**src/rtl/sbac_ram.sv**
```systemverilog
module sbac_ram #(
  parameter int WIDTH = 8,
  parameter int DEPTH = 256,
  localparam int AW = (DEPTH > 1) ? $clog2(DEPTH) : 1
) (
  input  logic             clk,
  input  logic             we,
  input  logic [AW-1:0]    waddr,
  input  logic [WIDTH-1:0] wdata,
  input  logic [AW-1:0]    raddr,
  output logic [WIDTH-1:0] rdata
);

  logic [WIDTH-1:0] mem [DEPTH];

  always_ff @(posedge clk) begin
    if (we) begin
      mem[waddr] <= wdata;
    end
    rdata <= mem[raddr];
  end

endmodule

```
**config.mk**
```make
export PLATFORM = sky130hd
export DESIGN_NAME = sbac_ram
export DESIGN_NICKNAME = d
export VERILOG_FILES = /design/src/rtl/sbac_ram.sv
export SDC_FILE = /design/constraint.sdc
export NUM_CORES = 2
export LEC_CHECK = 0
export ABC_AREA = 1
export BUFFER_PORTS_ARGS = -buffer_cell sky130_fd_sc_hd__buf_4
export CORE_ASPECT_RATIO = 0.7
export CORE_MARGIN = 4
export CORE_UTILIZATION = 50
export DETAILED_ROUTE_END_ITERATION = 8
export GPL_TIMING_DRIVEN = 1
export PLACE_DENSITY = 0.68
export SETUP_SLACK_MARGIN = 0.05
export SYNTH_ARGS = -nofsm -noshare
export SYNTH_HDL_FRONTEND = slang
export SYNTH_SLANG_ARGS = --single-unit
```
**constraint.sdc**
```tcl
create_clock -name clk -period 1.6 [get_ports clk]
set_input_delay 0.08 -clock clk [delete_from_list [all_inputs] [get_ports clk]]
set_output_delay 0.08 -clock clk [all_outputs]
set_load 0.01 [all_outputs]
```
# --- After elaboration in Yosys (flattened, before gate mapping) ---
# Memory sizes are Yosys's and may differ from the RTL's. A register that Yosys moved wholly into a read port is not among the register bits.
# Index checks and enable logic that the tools add are counted.
# W data, S select, Z words.
word_totals:
  mem_count: 1
  ramBits: 2048
  reg_bits: 0
  elab_cells: 3
  output_inout_bits: 8
memory_table:
  columns: ["name", "depth", "word_bits", "rd", "rd_clocked_by_memory_dff", "write_ports", "line", "rtl"]
  rows:
  - ["mem", 256, 8, 1, 1, 1, "14", "logic [WIDTH-1:0] mem [DEPTH];"]
op_classes:
  mux: 2
ops:
  columns: ["operator", "count"]
  rows:
  - ["$mux W1", 2]

# --- Longest topological paths before layout ---
depth:
  ltp_word: 2
  ltp_mapped: 15
  depth_no_buf: 11

# --- Worst setup path before layout ---
# No wires, ideal clock.
synth_timing:
  kind: "in2reg"
  start: "input we"
  end: "memory mem[162][0], enable pin"
  path_slack_ns: 0.029
  setup_time_ns: 0.370
  path_stages: 4
  arrival_time_ns: 1.201
  required_time_ns: 1.230
  cell_sequence: "clkbuf_1 nand3_1 clkbuf_1 nor2_1"
synth_via:
  elab_chain_len: 2
synth_rtl:
  columns: ["element", "line", "rtl"]
  rows:
  - ["from (decl)", "7", "input logic we,"]
  - ["$mux W1", "17", "if (we) begin"]
  - ["$mux W1 (not written as such)", "18", "mem[waddr] <= wdata;"]
  - ["to (decl)", "14", null]
# No other way between the ends.

==> flow_summary_export.csv <==
group,metric,value,unit
clock_network,clockBufferDepth,3,
sta,fin_crit_sh,99.2,%
synthesis,synth_edf_count,2048,
drt,final_antenna_net_count,0,
floorplan,initial_core_util,50.3,%
placement,place_inst,9497,
cells_and_area,final_cells,9851,
pwr,p_total,0.111,W
sta,worstMarginPinSlew,1030,ps
min_path,holdCritStartpoint,"raddr[7]",
critical_path,r2r_start,"mem[243][6]",
drt,drt-pass1-iter-count,6,
pwr,vdd_drop_max,1.16,mV
floorplan,fp.dieW,496,µm
min_path,hold_depth,3,
synthesis,syn_inst,7003,
cells_and_area,area_growth,19.9,%
clock_network,cts-root-buf,"clkbuf_16",
floorplan,io_pins,34,
synthesis,ys_top_cells_by_count,"2123 x nand2_1, 2048 x edfxtp_1, 2019 x nand3_1",
drt,dr.first_iter.drc_count,8267,
cells_and_area,fin_area,100000,µm²
sta,slew_violations,0,
synthesis,synthTopCellsByArea,"edfxtp_1 74%, nand3_1 12%, nand2_1 9.6%",
synthesis,synth_ff_type,"edfxtp_1",
cells_and_area,drive_gt1_share,19.0,%
drt,via_count,58500,
outcome,failed_checks,"hold timing",
pwr,power.density,1110,nW/µm²
clock_network,clkSinkCount,2056,
grt,grt_pass1_wl,355000,µm
synthesis,seq_area_frac_synth,73.9,%
cells_and_area,fillCellCount,12700,
synthesis,synthSimpleGateAreaFrac,22.9,%
sta,skew,31.4,ps
cells_and_area,regArea,61700,µm²
drt,drc,0,
floorplan,dieArea,173000,µm²
synthesis,async_flop_share,0,%
synthesis,yosysUniqueCellTypes,14,
sta,post-route-min-period,1590,ps
synthesis,synth_most_common_cell,"nand2_1",
synthesis,synth_top_family_by_area,"simple AND/OR/NAND/NOR gates",
grt,grt_max_degree,80,
placement,dpl-instance-area,91400,µm²
grt,first_global_vias,54900,
sta,hold_violations,8,
drt,wl_per_cell,24.5,µm
floorplan,placementRows,125,
floorplan,die_h,350,µm
clock_network,holdBufCountCts,14,
critical_path,rr_endpoint,"rdata[6]",
drt,detail_route.vias_per_cell,5.94,
critical_path,rrSetupSlack,10,ps
clock_network,cts-buffers-inserted,184,
sta,slew-limit-headroom,31.2,%
clock_network,clock_latency,830,ps
synthesis,avgSynthCellArea,11.9,µm²
placement,pre_cts_slack,-898,ps
min_path,hp-class,"in -> reg",
synthesis,ys_warn_count,0,
sta,fmax,630,MHz
clock_network,clk_pin_slew_worst_paths,60,ps
clock_network,htreeDepth,4,
critical_path,rr_worst_depth,11,
synthesis,syn_nets,7029,
cells_and_area,multiInputGateArea,21900,µm²
min_path,worstHoldEndpoint,"rdata[1]",
grt,grt_overflow_total,0,
synthesis,synth_top_area_share,73.7,%
synthesis,synthMuxAreaShare,0,%
grt,grtUsageTotal,27.3,%
cells_and_area,final_nets,7500,
critical_path,worst_ep_required_time,2320,ps
drt,wirelength,241000,µm
placement,place_congestion,0.935,
critical_path,worst-endpoint-arrival,2310,ps
grt,antenna_found_initial,6,
synthesis,yosysTopAreaCell,"edfxtp_1",
synthesis,synth_area,83400,µm²
sta,final-setup-viol-count,0,
flow_run,cap_violations,0,
floorplan,core_area,166000,µm²
sta,fin_hold_ws,-362,ps
clock_network,cts_tree,"built",
pwr,leakage,35.9,nW
clock_network,cts_setup_buffers,0,
synthesis,synth_xor_area_share,0,%
outcome,status,"finished, violations left",
synthesis,ys_ff_latch,2056,
placement,dpl.hpwl,151000,µm
critical_path,path_max_fanout,1,
synthesis,synth_compound_gate_area_share,0,%
placement,io_buffers,33,
sta,rsz0062_at_grt,"true",
critical_path,endpoint_kind,"flop",
critical_path,start_kind,"flop",
critical_path,crit_type,"reg -> reg",
sta,final.setup.worst_slack,12.9,ps
synthesis,synthAdderAreaFrac,0,%
-- area by class of cell --
type	instances	area share (%)
Antenna cell	6	0.0150
Tap cell	2222	2.78
Sequential cell	2056	61.7
Clock buffer	218	4.84
Multi-Input combinational cell	4425	21.9
Inverter	39	0.180
Timing Repair Buffer	768	7.75
Clock inverter	117	0.877
-- sequential cells by signal (all words and copies together) (netlist names) --
| signal | count |
|---|---|
| mem | 2048 |
| rdata | 8 |
-- report_power, final --
| group | leakage (nW) | total [W] | internal, W | switching, W |
|---|---|---|---|---|
| logic | 14.6 | 0.00874 | 0.00272 | 0.00601 |
| registers | 18.5 | 0.0594 | 0.0593 | 0.0000827 |
| clock network | 2.80 | 0.0429 | 0.0233 | 0.0196 |
| total | 35.9 | 0.111 | 0.0854 | 0.0257 |
-- critical path, cell delays in order (launching register included) --
cell and delay (ps):
edfxtp_1 360, nand2_1 100, nand3_2 90, nand3_2 120, nand3_4 130, nand3_4 130, nand3_4 120, nand3_4 130
buf_8 140, nand2_2 50, nand2_1 60, nand2_1 40
-- routing by layer --
layer	global-route usage, %	part of all wire, %	up-vias
met2	39.6	44	3622
met4	8.14	2.7	0
met1	40.6	40	28700
li1	-	-	25800
met3	7.52	13	410
met5	0	0	-
-- per-stage QoR --
step                      utilization, %  TNS, ps
after detailed placement            55.1    -6550
after global placement              55.1    -6280
after floorplan                        -        0
after global routing                60.3    -79.2
final                               60.3        0
after CTS                           59.0     -141
-- placed cells by master (no fill, tap or decap), drive strengths merged --
master,n
clkinvlp,7
inv,43
buf,754
edfxtp,2048
nor2,283
dlygate4sd3,14
clkinv,95
clkbuf,218
bufinv,11
nand3,2019
dfxtp,8
nand2,2123
diode,6
-- kinds of logic (layout without fill, tap and decap cells) --
| group | Yosys count | after routing |
|---|---|---|
| buffers and inverters | 522 | 1142 |
| flip-flops | 2056 | 2056 |
| other | 0 | 6 |
| AND/OR/NAND/NOR | 4425 | 4425 |
-- worst max path at each step --
stage                     start     endpoint  slack, ps
finish              mem[243][6]     rdata[6]         10
global route        mem[245][6]     rdata[6]        -60
CTS                 mem[251][5]     rdata[5]        -40
detailed placement     raddr[0]     rdata[7]       -900
global placement       raddr[0]     rdata[7]       -890
floorplan                    we  mem[162][0]         30
-- timing repair --
| item | in CTS | in global routing |
|---|---|---|
| hold endpoints to repair | 2065 | 8 |
| gates resized for setup | 117 | 421 |
| endpoints found under the setup margin | 14 | 9 |
| pin swaps | 14 | 158 |
(Power assumes the default switching activity.)
